--- config.mk ---
export PLATFORM = sky130hd
export DESIGN_NAME = base64_line_wrapped_encoder_top
export DESIGN_NICKNAME = d
export VERILOG_FILES = /design/src/hw/rtl/b64lw_pkg.sv /design/src/hw/rtl/base64_line_wrapped_encoder_top.sv /design/src/hw/rtl/b64lw_front.sv /design/src/hw/rtl/b64lw_queue.sv /design/src/hw/rtl/b64lw_back.sv
export SDC_FILE = /design/constraint.sdc
export NUM_CORES = 1
export LEC_CHECK = 0
export ABC_CLOCK_PERIOD_IN_PS = 4150
export BUFFER_PORTS_ARGS = -buffer_cell sky130_fd_sc_hd__buf_2
export CORE_UTILIZATION = 30
export DETAILED_ROUTE_END_ITERATION = 16
export HOLD_SLACK_MARGIN = 0.06
export PLACE_DENSITY = 0.46
export SLEW_MARGIN = 30
export SYNTH_ARGS = -nofsm -noshare
export SYNTH_HDL_FRONTEND = slang
export SYNTH_SLANG_ARGS = --single-unit
--- constraint.sdc ---
create_clock -name clk -period 4.15 [get_ports clk]
set_clock_uncertainty 0.1 [all_clocks]
set_input_delay 0.83 -clock clk [delete_from_list [all_inputs] [get_ports clk]]
set_output_delay 0.83 -clock clk [all_outputs]
set_load 0.02 [all_outputs]
--- src/hw/rtl/b64lw_pkg.sv ---
// Package for the line-wrapped base64 encoder: job type, character codes
// and the sextet-to-character mapping. No dependencies.
`default_nettype none

package b64lw_pkg;

	localparam logic [7:0] LINE_FEED     = 8'h0A;
	localparam logic [7:0] PAD_CHAR      = 8'h3D;
	localparam logic [7:0] LINE_WIDTH_RST = 8'd72;

	// Queue between the front and the back.
	localparam int QDEPTH = 2;
	localparam int QAW    = $clog2(QDEPTH);

	// Index of the line feed slot in a job.
	localparam logic [2:0] LF_SLOT   = 3'd4;
	localparam logic [2:0] LAST_CHAR = 3'd3;

	// One encoded group: four characters, an optional line feed, end mark.
	typedef struct packed {
		logic [3:0][7:0] chars;
		logic            lf;
		logic            fin;
	} job_t;

	// Push request from the front into the queue.
	typedef struct packed {
		logic valid;
		job_t job;
	} push_t;

	// Maps a sextet onto the standard base64 alphabet.
	function automatic logic [7:0] sym(input logic [5:0] v);
		logic [7:0] r;
		if (v < 6'd26) begin
			r = 8'h41 + {2'b00, v};
		end else if (v < 6'd52) begin
			r = 8'h61 + {2'b00, v} - 8'd26;
		end else if (v < 6'd62) begin
			r = 8'h30 + {2'b00, v} - 8'd52;
		end else if (v == 6'd62) begin
			r = 8'h2B;
		end else begin
			r = 8'h2F;
		end
		return r;
	endfunction

endpackage

`default_nettype wire

--- src/hw/rtl/base64_line_wrapped_encoder_top.sv ---
// Top level of the line-wrapped base64 encoder: line width register,
// front, job queue and back. Uses b64lw_pkg and the b64lw_* modules.
//
// Channel   Direction  Handshake            Payload
// in        input      in_valid / in_stall  data_byte, final_byte
// out       output     out_valid / out_stall out_char, run_end, message_end
// cfg       input      cfg_valid / cfg_ready cfg_data (line width)
//
// The back emits one character per cycle; a stalled output holds its
// request and the queue lets the front keep going. Three bytes give four
// characters, five with a line feed; a tail group gives five. The front
// accepts a byte per cycle while the two-entry job queue has room. Reset
// clears the group, line position and queue and loads a line width of 72.
`default_nettype none

module base64_line_wrapped_encoder_top (
	input  wire logic       clk,
	input  wire logic       arst_n,
	input  wire logic       in_valid,
	output logic            in_stall,
	input  wire logic [7:0] data_byte,
	input  wire logic       final_byte,
	output logic            out_valid,
	input  wire logic       out_stall,
	output logic [7:0]      out_char,
	output logic            run_end,
	output logic            message_end,
	input  wire logic       cfg_valid,
	output logic            cfg_ready,
	input  wire logic [7:0] cfg_data
);
	import b64lw_pkg::*;

	logic [7:0] line_width_q;
	logic       accept;
	logic       full;
	logic       empty;
	logic       pop;
	push_t      push;
	job_t       head;

	assign cfg_ready = 1'b1;
	assign in_stall  = full;
	assign accept    = in_valid & !full;

	// Line width register.
	always_ff @(posedge clk or negedge arst_n) begin
		if (!arst_n) begin
			line_width_q <= LINE_WIDTH_RST;
		end else if (cfg_valid && cfg_ready) begin
			line_width_q <= cfg_data;
		end
	end

	b64lw_front u_front (
		.clk        (clk),
		.arst_n     (arst_n),
		.accept     (accept),
		.data_byte  (data_byte),
		.final_byte (final_byte),
		.line_width (line_width_q),
		.push       (push)
	);

	b64lw_queue u_queue (
		.clk    (clk),
		.arst_n (arst_n),
		.push   (push),
		.pop    (pop),
		.head   (head),
		.full   (full),
		.empty  (empty)
	);

	b64lw_back u_back (
		.clk         (clk),
		.arst_n      (arst_n),
		.head        (head),
		.empty       (empty),
		.pop         (pop),
		.out_valid   (out_valid),
		.out_stall   (out_stall),
		.out_char    (out_char),
		.run_end     (run_end),
		.message_end (message_end)
	);

endmodule

`default_nettype wire

--- src/hw/rtl/b64lw_front.sv ---
// Front of the encoder: holds the group in progress, tracks the line
// position and builds one job per complete or final group. Uses b64lw_pkg.
`default_nettype none

module b64lw_front (
	input  wire logic            clk,
	input  wire logic            arst_n,
	input  wire logic            accept,
	input  wire logic [7:0]      data_byte,
	input  wire logic            final_byte,
	input  wire logic [7:0]      line_width,
	output b64lw_pkg::push_t     push
);
	import b64lw_pkg::*;

	logic [1:0][7:0] held_q;
	logic [1:0]      fill_q;
	logic [7:0]      line_count_q;

	logic       fill2;
	logic       fill0;
	logic [7:0] a0;
	logic [8:0] total;
	logic       wrap;
	job_t       job;

	assign fill2 = fill_q[1];
	assign fill0 = (fill_q == 2'd0);
	assign a0    = fill0 ? data_byte : held_q[0];
	assign total = {1'b0, line_count_q} + 9'd4;
	assign wrap  = (total >= {1'b0, line_width});

	// Build the job for a complete group or a partial tail.
	always_comb begin
		job.fin = final_byte;
		if (fill2) begin
			job.chars[0] = sym(held_q[0][7:2]);
			job.chars[1] = sym({held_q[0][1:0], held_q[1][7:4]});
			job.chars[2] = sym({held_q[1][3:0], data_byte[7:6]});
			job.chars[3] = sym(data_byte[5:0]);
			job.lf       = wrap | final_byte;
		end else begin
			job.chars[0] = sym(a0[7:2]);
			if (fill0) begin
				job.chars[1] = sym({a0[1:0], 4'b0000});
				job.chars[2] = PAD_CHAR;
			end else begin
				job.chars[1] = sym({a0[1:0], data_byte[7:4]});
				job.chars[2] = sym({data_byte[3:0], 2'b00});
			end
			job.chars[3] = PAD_CHAR;
			job.lf       = 1'b1;
		end
	end

	assign push.valid = accept & (fill2 | final_byte);
	assign push.job   = job;

	// Group and line state update.
	always_ff @(posedge clk or negedge arst_n) begin
		if (!arst_n) begin
			held_q       <= '0;
			fill_q       <= 2'd0;
			line_count_q <= 8'd0;
		end else if (accept) begin
			if (final_byte) begin
				held_q       <= '0;
				fill_q       <= 2'd0;
				line_count_q <= 8'd0;
			end else if (fill2) begin
				fill_q       <= 2'd0;
				line_count_q <= wrap ? 8'd0 : total[7:0];
			end else begin
				held_q[fill_q[0]] <= data_byte;
				fill_q            <= fill_q + 2'd1;
			end
		end
	end

endmodule

`default_nettype wire

--- src/hw/rtl/b64lw_queue.sv ---
// Short job queue between the front and the back of the encoder.
// Uses b64lw_pkg for the job type and depth.
`default_nettype none

module b64lw_queue (
	input  wire logic            clk,
	input  wire logic            arst_n,
	input  wire b64lw_pkg::push_t push,
	input  wire logic            pop,
	output b64lw_pkg::job_t      head,
	output logic                 full,
	output logic                 empty
);
	import b64lw_pkg::*;

	job_t             entry_q [QDEPTH];
	logic [QAW-1:0]   wr_ptr_q;
	logic [QAW-1:0]   rd_ptr_q;
	logic [QAW:0]     count_q;

	assign full  = (count_q == (QAW+1)'(QDEPTH));
	assign empty = (count_q == '0);
	assign head  = entry_q[rd_ptr_q];

	// Entry storage.
	always_ff @(posedge clk) begin
		if (push.valid) begin
			entry_q[wr_ptr_q] <= push.job;
		end
	end

	// Pointers and occupancy.
	always_ff @(posedge clk or negedge arst_n) begin
		if (!arst_n) begin
			wr_ptr_q <= '0;
			rd_ptr_q <= '0;
			count_q  <= '0;
		end else begin
			if (push.valid) begin
				wr_ptr_q <= (wr_ptr_q == QAW'(QDEPTH - 1)) ? '0 : wr_ptr_q + 1'b1;
			end
			if (pop) begin
				rd_ptr_q <= (rd_ptr_q == QAW'(QDEPTH - 1)) ? '0 : rd_ptr_q + 1'b1;
			end
			if (push.valid && !pop) begin
				count_q <= count_q + 1'b1;
			end else if (pop && !push.valid) begin
				count_q <= count_q - 1'b1;
			end
		end
	end

endmodule

`default_nettype wire

--- src/hw/rtl/b64lw_back.sv ---
// Back of the encoder: walks the head job one character per cycle into
// the output register unless stalled. Uses b64lw_pkg's job type, codes.
`default_nettype none

module b64lw_back (
	input  wire logic            clk,
	input  wire logic            arst_n,
	input  wire b64lw_pkg::job_t head,
	input  wire logic            empty,
	output logic                 pop,
	output logic                 out_valid,
	input  wire logic            out_stall,
	output logic [7:0]           out_char,
	output logic                 run_end,
	output logic                 message_end
);
	import b64lw_pkg::*;

	logic [2:0] idx_q;
	logic       out_valid_q;
	logic [7:0] char_q;
	logic       run_end_q;
	logic       msg_end_q;

	logic       load;
	logic       last;
	logic [7:0] next_char;

	assign load = !empty && (!out_valid_q || !out_stall);
	assign last = (idx_q == LF_SLOT) || (idx_q == LAST_CHAR && !head.lf);
	assign pop  = load && last;

	// Pick the character of the current slot.
	always_comb begin
		if (idx_q == LF_SLOT) begin
			next_char = LINE_FEED;
		end else begin
			next_char = head.chars[idx_q[1:0]];
		end
	end

	// Slot counter and output valid.
	always_ff @(posedge clk or negedge arst_n) begin
		if (!arst_n) begin
			idx_q       <= 3'd0;
			out_valid_q <= 1'b0;
		end else begin
			if (load) begin
				idx_q       <= last ? 3'd0 : idx_q + 3'd1;
				out_valid_q <= 1'b1;
			end else if (!out_stall) begin
				out_valid_q <= 1'b0;
			end
		end
	end

	// Output payload register.
	always_ff @(posedge clk) begin
		if (load) begin
			char_q    <= next_char;
			run_end_q <= last;
			msg_end_q <= last & head.fin;
		end
	end

	assign out_valid   = out_valid_q;
	assign out_char    = char_q;
	assign run_end     = run_end_q;
	assign message_end = msg_end_q;

endmodule

`default_nettype wire
==> results.md, run 1 <==
* CP Buf/Inv Count at 1
* Worst Setup End Kind: flop
* Peak supply drop at 0.261 mV
* Commonest cells after routing, fill and taps aside: nand2_1 (102), edfxtp_1 (78), o21ai_0 (71)
* Combinational share of power at 0.460
* Post-Syn Area at 8190 um^2
* Reg clk slew, reported paths at approximately 60 ps
* Pre-CTS setup slack at roughly 550 ps
* DRT met1 WL at 11500 um
* CP required at 4230 ps
* Worst min-delay path class: input pin to asynchronous set/reset pin
* Number of failing hold endpoints at the final stage at 0
* Setup Fix Bufs, Post-CTS at 0
* Final setup fails at 0
* Power Density at roughly 700 nW/um^2
* Clk pwr share at 0.229
* DRT iter0 DRCs at 471
* Reg2Reg Depth at 9
* Grt ovf at 0
* Fill cell count at 2726
* First-pass DRT Iterations at 4
* Worst R2R End: u_queue.entry_q[0][14]
* CTS Root Buffer Type: clkbuf_16
* Switching Fraction at 0.414
* DRC viols at 0
* Detail Route Antenna Nets at 0
* # port buffers at 33
* Sequential fraction of the synthesis area at 0.409
* Slew Limit Headroom at 0.414
* Placed cell area at 8750 um^2
* Crit start category: flop
* CP top delay family: compound AO/OA/AOI/OAI gates
* Number of flops mapped to enable cells by yosys at between 70 and 80
* Asr flop ratio synth at 0.339
* Vias in the first global route at between 6000 and 7000
* Setup CP Type: flop to flop
* P&R area growth vs syn at 14.2%
* Largest net degree at the start of global routing at 41
* Maxcap violations at 0
* Outcome: completed
* Share of layout cells above drive strength 1 at 0.141
* RSZ-0062 raised after global routing: false
* Setup slack, reg-to-reg at 770 ps
* Max Clk Rate at about 300 MHz
* Hpwl dp at 16700 um
* Fin crit period at approximately 3400 ps
* Placer Congestion at 0.922
* CTS Sinks at around 120
* Syn Inst Count at 848
* Die height at ~170 um
* Most common cell after layout, fill and taps aside: nand2_1
* First-pass GRT wire length at ~36000 um
* H-tree depth at 4
* Cell Rows at 60
* Max Root-Sink Buffers at 2
* Max incr delay on CP at 590 ps
* TNS Setup at 0 ps
* YS warnings at 0
* Initial Util at 0.305
* N_diodes at 0
* Total Power at 6.53 mW
* Met2 WL at 10200 um
* Final non-filler cell area at about 9400 um^2
* Seq pwr share at 0.311
* Resize count post-CTS at 0
* Worst-Skew Late Latency at approximately 420 ps
* Worst-path maximum fanout at 16
* Mean Syn Cell Area at 9.66 um^2
* Wire length on met3 at 831 um
* Max Used Layer: met4
* Final WL at 22900 um
* DIE WIDTH at 167 um
* Hold Buf Count CTS at 0
* RR Startpoint: u_front.fill_q[0]
* Final net count at 956
* CP startpoint: u_front.fill_q[0]
* Slew Viols, Final at 0
* Initial antenna violation count at 0
* Via density per instance at 5.35
* Count of state elements after synthesis at 118
* Ys flop type: edfxtp_1
* Worst-Margin Slew at between 800 and 900 ps
* Area contributors post-synth: edfxtp_1 (29%), dfrtp_1 (12%), ha_1 (9.6%), nand2_1 (4.7%), mux4_2 (4.4%)
* Wirelength per Cell at 18.7 um
* Vias at 6552
* Syn nets at 933
* Int Power at 3.82 mW
* Count of cell types in the netlist at 75
* Final worst slack at ~770 ps
* Synth top area share at 0.286
* Leakage power total at 3.63 nW
* Cell Chain, Critical Path: or3b_1, nand2_1, inv_1, ha_1, a221oi_2, a211oi_1, o31ai_1, a21oi_1, o32ai_1
* Die Area at about 28000 um^2
* Core Region at around 27000 um^2
* I/O pins at 35
* Switch Pwr at 2.70 mW
* Synth area leader: edfxtp_1
* All-layer global routing usage at 0.169
* TritonCTS clock tree: done
* Worst EP arrival at approximately 3500 ps
* Slowest stage cell, crit path: dfrtp_1
* Final period util at 0.814
* Cts bufs inserted at 17
==> worst max path at each step <==
stage / depth (start not counted) / endpoint
2_1_floorplan: 3 / u_queue.entry_q[0][0]
5_1_grt: 9 / u_queue.entry_q[0][9]
3_5_place_dp: 10 / u_queue.entry_q[0][14]
4_1_cts: 9 / u_queue.entry_q[1][9]
6_report: 9 / u_queue.entry_q[0][14]
3_3_place_gp: 10 / u_queue.entry_q[0][14]
==> logic make-up (layout without fill, tap and decap cells) <==
kind of cell               after synthesis  in the layout  share of synthesized area
muxes                                   27             27                     0.0604
adders and majority gates               63             63                     0.0963
DFF                                    118            118                      0.409
and+or+nand+nor                        250            250                      0.141
AOI/OAI and AO/OA                      248            248                      0.202
xor gates and xnor gates                38             38                     0.0406
buffers and inverters                  103            139                     0.0506
other                                    1              1                   0.000458
==> flip-flops by register name, indices dropped and copies added (netlist names) <==
name                  flops
u_back.out_valid          1
line_width_q              8
u_front.held_q           16
u_queue.entry_q          68
u_back.out_char           8
u_queue.count_q           2
u_queue.rd_ptr_q          1
u_back.run_end            1
u_back.message_end        1
u_back.idx_q              3
u_front.fill_q            2
u_front.line_count_q      6
u_queue.wr_ptr_q          1
==> Yosys cell counts, drive strengths merged (5+ instances only) <==
| cell | number |
|---|---|
| clkbuf | 37 |
| ha | 63 |
| a21o | 11 |
| dfrtp | 38 |
| edfxtp | 78 |
| o31ai | 10 |
| mux2i | 5 |
| a22oi | 15 |
| inv | 45 |
| mux2 | 6 |
| o211ai | 7 |
| nand4 | 7 |
| a221oi | 6 |
| buf | 17 |
| nand2 | 102 |
| xor2 | 7 |
| a21oi | 55 |
| a311oi | 6 |
| nor3 | 20 |
| a31oi | 13 |
| o21ai | 77 |
| nor2 | 41 |
| mux4 | 16 |
| nand3 | 32 |
| nor2b | 13 |
| a21boi | 5 |
| xnor2 | 31 |
| nand2b | 14 |
==> power by group through the flow <==
stage | Combinational, mW | Clock [mW] | Sequential, mW
floorplan | 2.25 | 0 | 1.93
global placement | 3.03 | 0 | 2.06
detailed placement | 2.99 | 0 | 2.05
CTS | 3.01 | 1.53 | 2.03
global route | 3.34 | 1.58 | 2.07
finish | 3.00 | 1.50 | 2.03
==> stage by stage <==
| stage | hold slack, ps | utilization | std cells |
|---|---|---|---|
| 2_1_floorplan | 360 | - | 848 |
| 3_3_place_gp | 371 | 0.325 | 1193 |
| 3_5_place_dp | 380 | 0.325 | 1193 |
| 4_1_cts | 327 | 0.348 | 1225 |
| 5_1_grt | 343 | 0.348 | 1225 |
| 6_report | 310 | 0.348 | 1225 |
==> final cells by class <==
cell class / instances / area (um^2) / share of cell area
clock inverter: 10 / 118 / 0.0126
sequential: 118 / 3350 / 0.358
clock buffer: 22 / 487 / 0.0520
timing repair buffer: 58 / 355 / 0.0380
tap: 341 / 427 / 0.0456
multi-input combinational: 627 / 4440 / 0.474
inverter: 49 / 184 / 0.0197
==> routing by layer <==
layer	vias up	global-route usage
li1	3169	-
met5	-	0
met2	133	0.255
met3	22	0.0265
met1	3228	0.247
met4	0	0.0483
Note: power is estimated with default switching activity, not from simulation.
==> run 2, diff against run 1 <==
Settings changed: ABC_CLOCK_PERIOD_IN_PS 4150 to 3300.
Clock period 4.15 ns to 3.3 ns, I/O delays scaled along.
==> results.md, run 2 (synthesized netlist as in run 1, its figures left out) <==
* Maxcap violations at 0 (unchanged)
* Die Area at 28000 um^2 (unchanged)
* Share of layout cells above drive strength 1 at 0.168 (was 0.141)
* Worst Setup End Kind: flop (unchanged)
* Reg clk slew, reported paths at 60 ps (about the same)
* Setup Fix Bufs, Post-CTS at 0 (unchanged)
* Largest net degree at the start of global routing at 41 (unchanged)
* H-tree depth at 4 (unchanged)
* Commonest cells after routing, fill and taps aside: nand2_1 (102), edfxtp_1 (78), o21ai_0 (71) (unchanged)
* Int Power at 4.87 mW (was 3.82 mW)
* Worst-Skew Late Latency at 410 ps (was 420 ps)
* Combinational share of power at 0.480 (was 0.460)
* RSZ-0062 raised after global routing: false (unchanged)
* Core Region at 26900 um^2 (unchanged)
* Resize count post-CTS at 0 (unchanged)
* Power Density at 871 nW/um^2 (was 698 nW/um^2)
* Initial Util at 0.305 (unchanged)
* Grt ovf at 0 (unchanged)
* Max Clk Rate at 330 MHz (was 296 MHz)
* Setup CP Type: flop to flop (unchanged)
* Hold Buf Count CTS at 0 (unchanged)
* I/O pins at 35 (unchanged)
* Peak supply drop at 0.409 mV (was 0.261 mV)
* Number of failing hold endpoints at the final stage at 0 (unchanged)
* Hpwl dp at 16800 um (was 16700 um)
* Outcome: completed (unchanged)
* Clk pwr share at 0.223 (was 0.229)
* # port buffers at 33 (unchanged)
* First-pass GRT wire length at 36400 um (was 36500 um)
* Fin crit period at 3030 ps (was 3380 ps)
* Final WL at 22700 um (was 22900 um)
* P&R area growth vs syn at 16.5% (was 14.2%)
* Die height at 167 um (unchanged)
* Switch Pwr at 3.45 mW (was 2.70 mW)
* TritonCTS clock tree: done (unchanged)
* GR Util met2 at 0.266 (was 0.255)
* Crit start category: flop (unchanged)
* Seq pwr share at 0.297 (was 0.311)
* Post-Layout Cell Count at 1250 (was 1225)
* CP top delay family: compound AO/OA/AOI/OAI gates (unchanged)
* Leakage power total at 3.75 nW (was 3.63 nW)
* GRT Max-Usage Layer: met2 (unchanged)
* N_diodes at 0 (unchanged)
* Final net count at 981 (was 956)
* DRC viols at 0 (unchanged)
* CP Buf/Inv Count at 1 (unchanged)
* DIE WIDTH at 167 um (unchanged)
* Final period util at 0.919 (was 0.814)
* Worst EP arrival at 3120 ps (was 3450 ps)
* Vias in the first global route at 6322 (was 6159)
* CTS Root Buffer Type: clkbuf_16 (unchanged)
* GR Util met3 at 0.0310 (was 0.0265)
* Placer Congestion at 0.896 (was 0.922)
* Most used cell, CP: a21oi_1
* All-layer global routing usage at 0.168 (was 0.169)
* Most common cell after layout, fill and taps aside: nand2_1 (unchanged)
* Pre-CTS setup slack at 235 ps (was 546 ps)
* Slew Viols, Final at 0 (unchanged)
* Worst-Margin Slew at 724 ps (was 879 ps)
* GR Layer Usage met1 at 0.231 (was 0.247)
* Worst min-delay path class: input pin to asynchronous set/reset pin (unchanged)
* Wirelength per Cell at 18.1 um (was 18.7 um)
* First-pass DRT Iterations at 5 (was 4)
* CP required at 3390 ps (was 4230 ps)
* Max FFs per register at 68 (unchanged)
* Vias at 6594 (was 6552)
* Cts bufs inserted at 17 (unchanged)
* Worst-path maximum fanout at 10 (was 16)
* Cell Rows at 60 (unchanged)
* Total Power at 8.31 mW (was 6.53 mW)
* DRT iter0 DRCs at 431 (was 471)
* TNS Setup at 0 ps (unchanged)
* Max Root-Sink Buffers at 2 (unchanged)
* Via density per instance at 5.28 (was 5.35)
* Detail Route Antenna Nets at 0 (unchanged)
* Regs by FF count: u_queue.entry_q x68, u_front.held_q x16 (unchanged)
* Cell Chain, Critical Path: or2_4, buf_4, o21ai_4, ha_1, nor2b_1, o21ai_0, a21oi_1, a21oi_1, o32ai_1 (was or3b_1, nand2_1, inv_1, ha_1, a221oi_2, a211oi_1, o31ai_1, a21oi_1, o32ai_1)
* CTS Sinks at 118 (unchanged)
* Final worst slack at 268 ps (was 771 ps)
* Initial antenna violation count at 0 (unchanged)
* Final setup fails at 0 (unchanged)
* Switching Fraction at 0.415 (was 0.414)
* Slew Limit Headroom at 0.517 (was 0.414)
* Most flop-heavy register: u_queue.entry_q (unchanged)
* Max incr delay on CP at 490 ps (was 590 ps)
* Inst Count DP at 1218 (was 1193)
* Slowest stage cell, crit path: dfrtp_1 (unchanged)
run 2: changes by cell type in the layout (fill, tap and decap cells not counted), sizes merged:
cell    before  now
inv         47   51
clkbuf      22   17
buf         58   83
clkinv       8    9
run 2: worst paths after layout:
path	endpoint	slack, ps	cells past startpoint	start
setup / recovery	u_queue.entry_q[0][9]	270	9	u_front.fill_q[1]
hold / removal	u_back.out_valid	140	1	arst_n
setup reg to reg	u_queue.entry_q[0][9]	270	9	u_front.fill_q[1]
hold reg to reg	u_queue.count_q[1]	390	1	u_queue.count_q[1]
max in group asynchronous	u_front.held_q[3]	2550	1	arst_n
min in group clk	line_width_q[5]	360	3	cfg_data[5]
run 2: power by group through the flow:
stage               Clock, mW  Combinational, mW  Sequential (mW)
finish                   1.85               3.99             2.47
detailed placement          0               3.99             2.50
CTS                      1.89               4.01             2.47
global route             1.96               4.45             2.52
global placement            0               4.00             2.51
floorplan                   0               2.83             2.42
run 2: cell type report:
class	instances	area, um^2
flip-flops and latches	118	3350
multi-input cells	627	4440
inverters	49	184
fillers	2752	17300
repair buffers	83	556
clock buffers	17	425
well taps	341	427
clock inverters	15	168
run 2: through the flow:
stage                     cell area [um^2]  hold WS, ps   util
after floorplan                       8190          264      -
after global placement                8940          374  0.333
after detailed placement              8950          384  0.333
after CTS                             9540          155  0.355
after global routing                  9540          174  0.355
final                                 9540          143  0.355
run 2: per-layer routing:
metal  up-vias  wire length (um)  share of wire
met2       154             10500           0.47
li1       3225                 -              -
met4         0               412          0.018
met5         -                 0              0
met1      3191             10900           0.48
met3        24               842          0.037
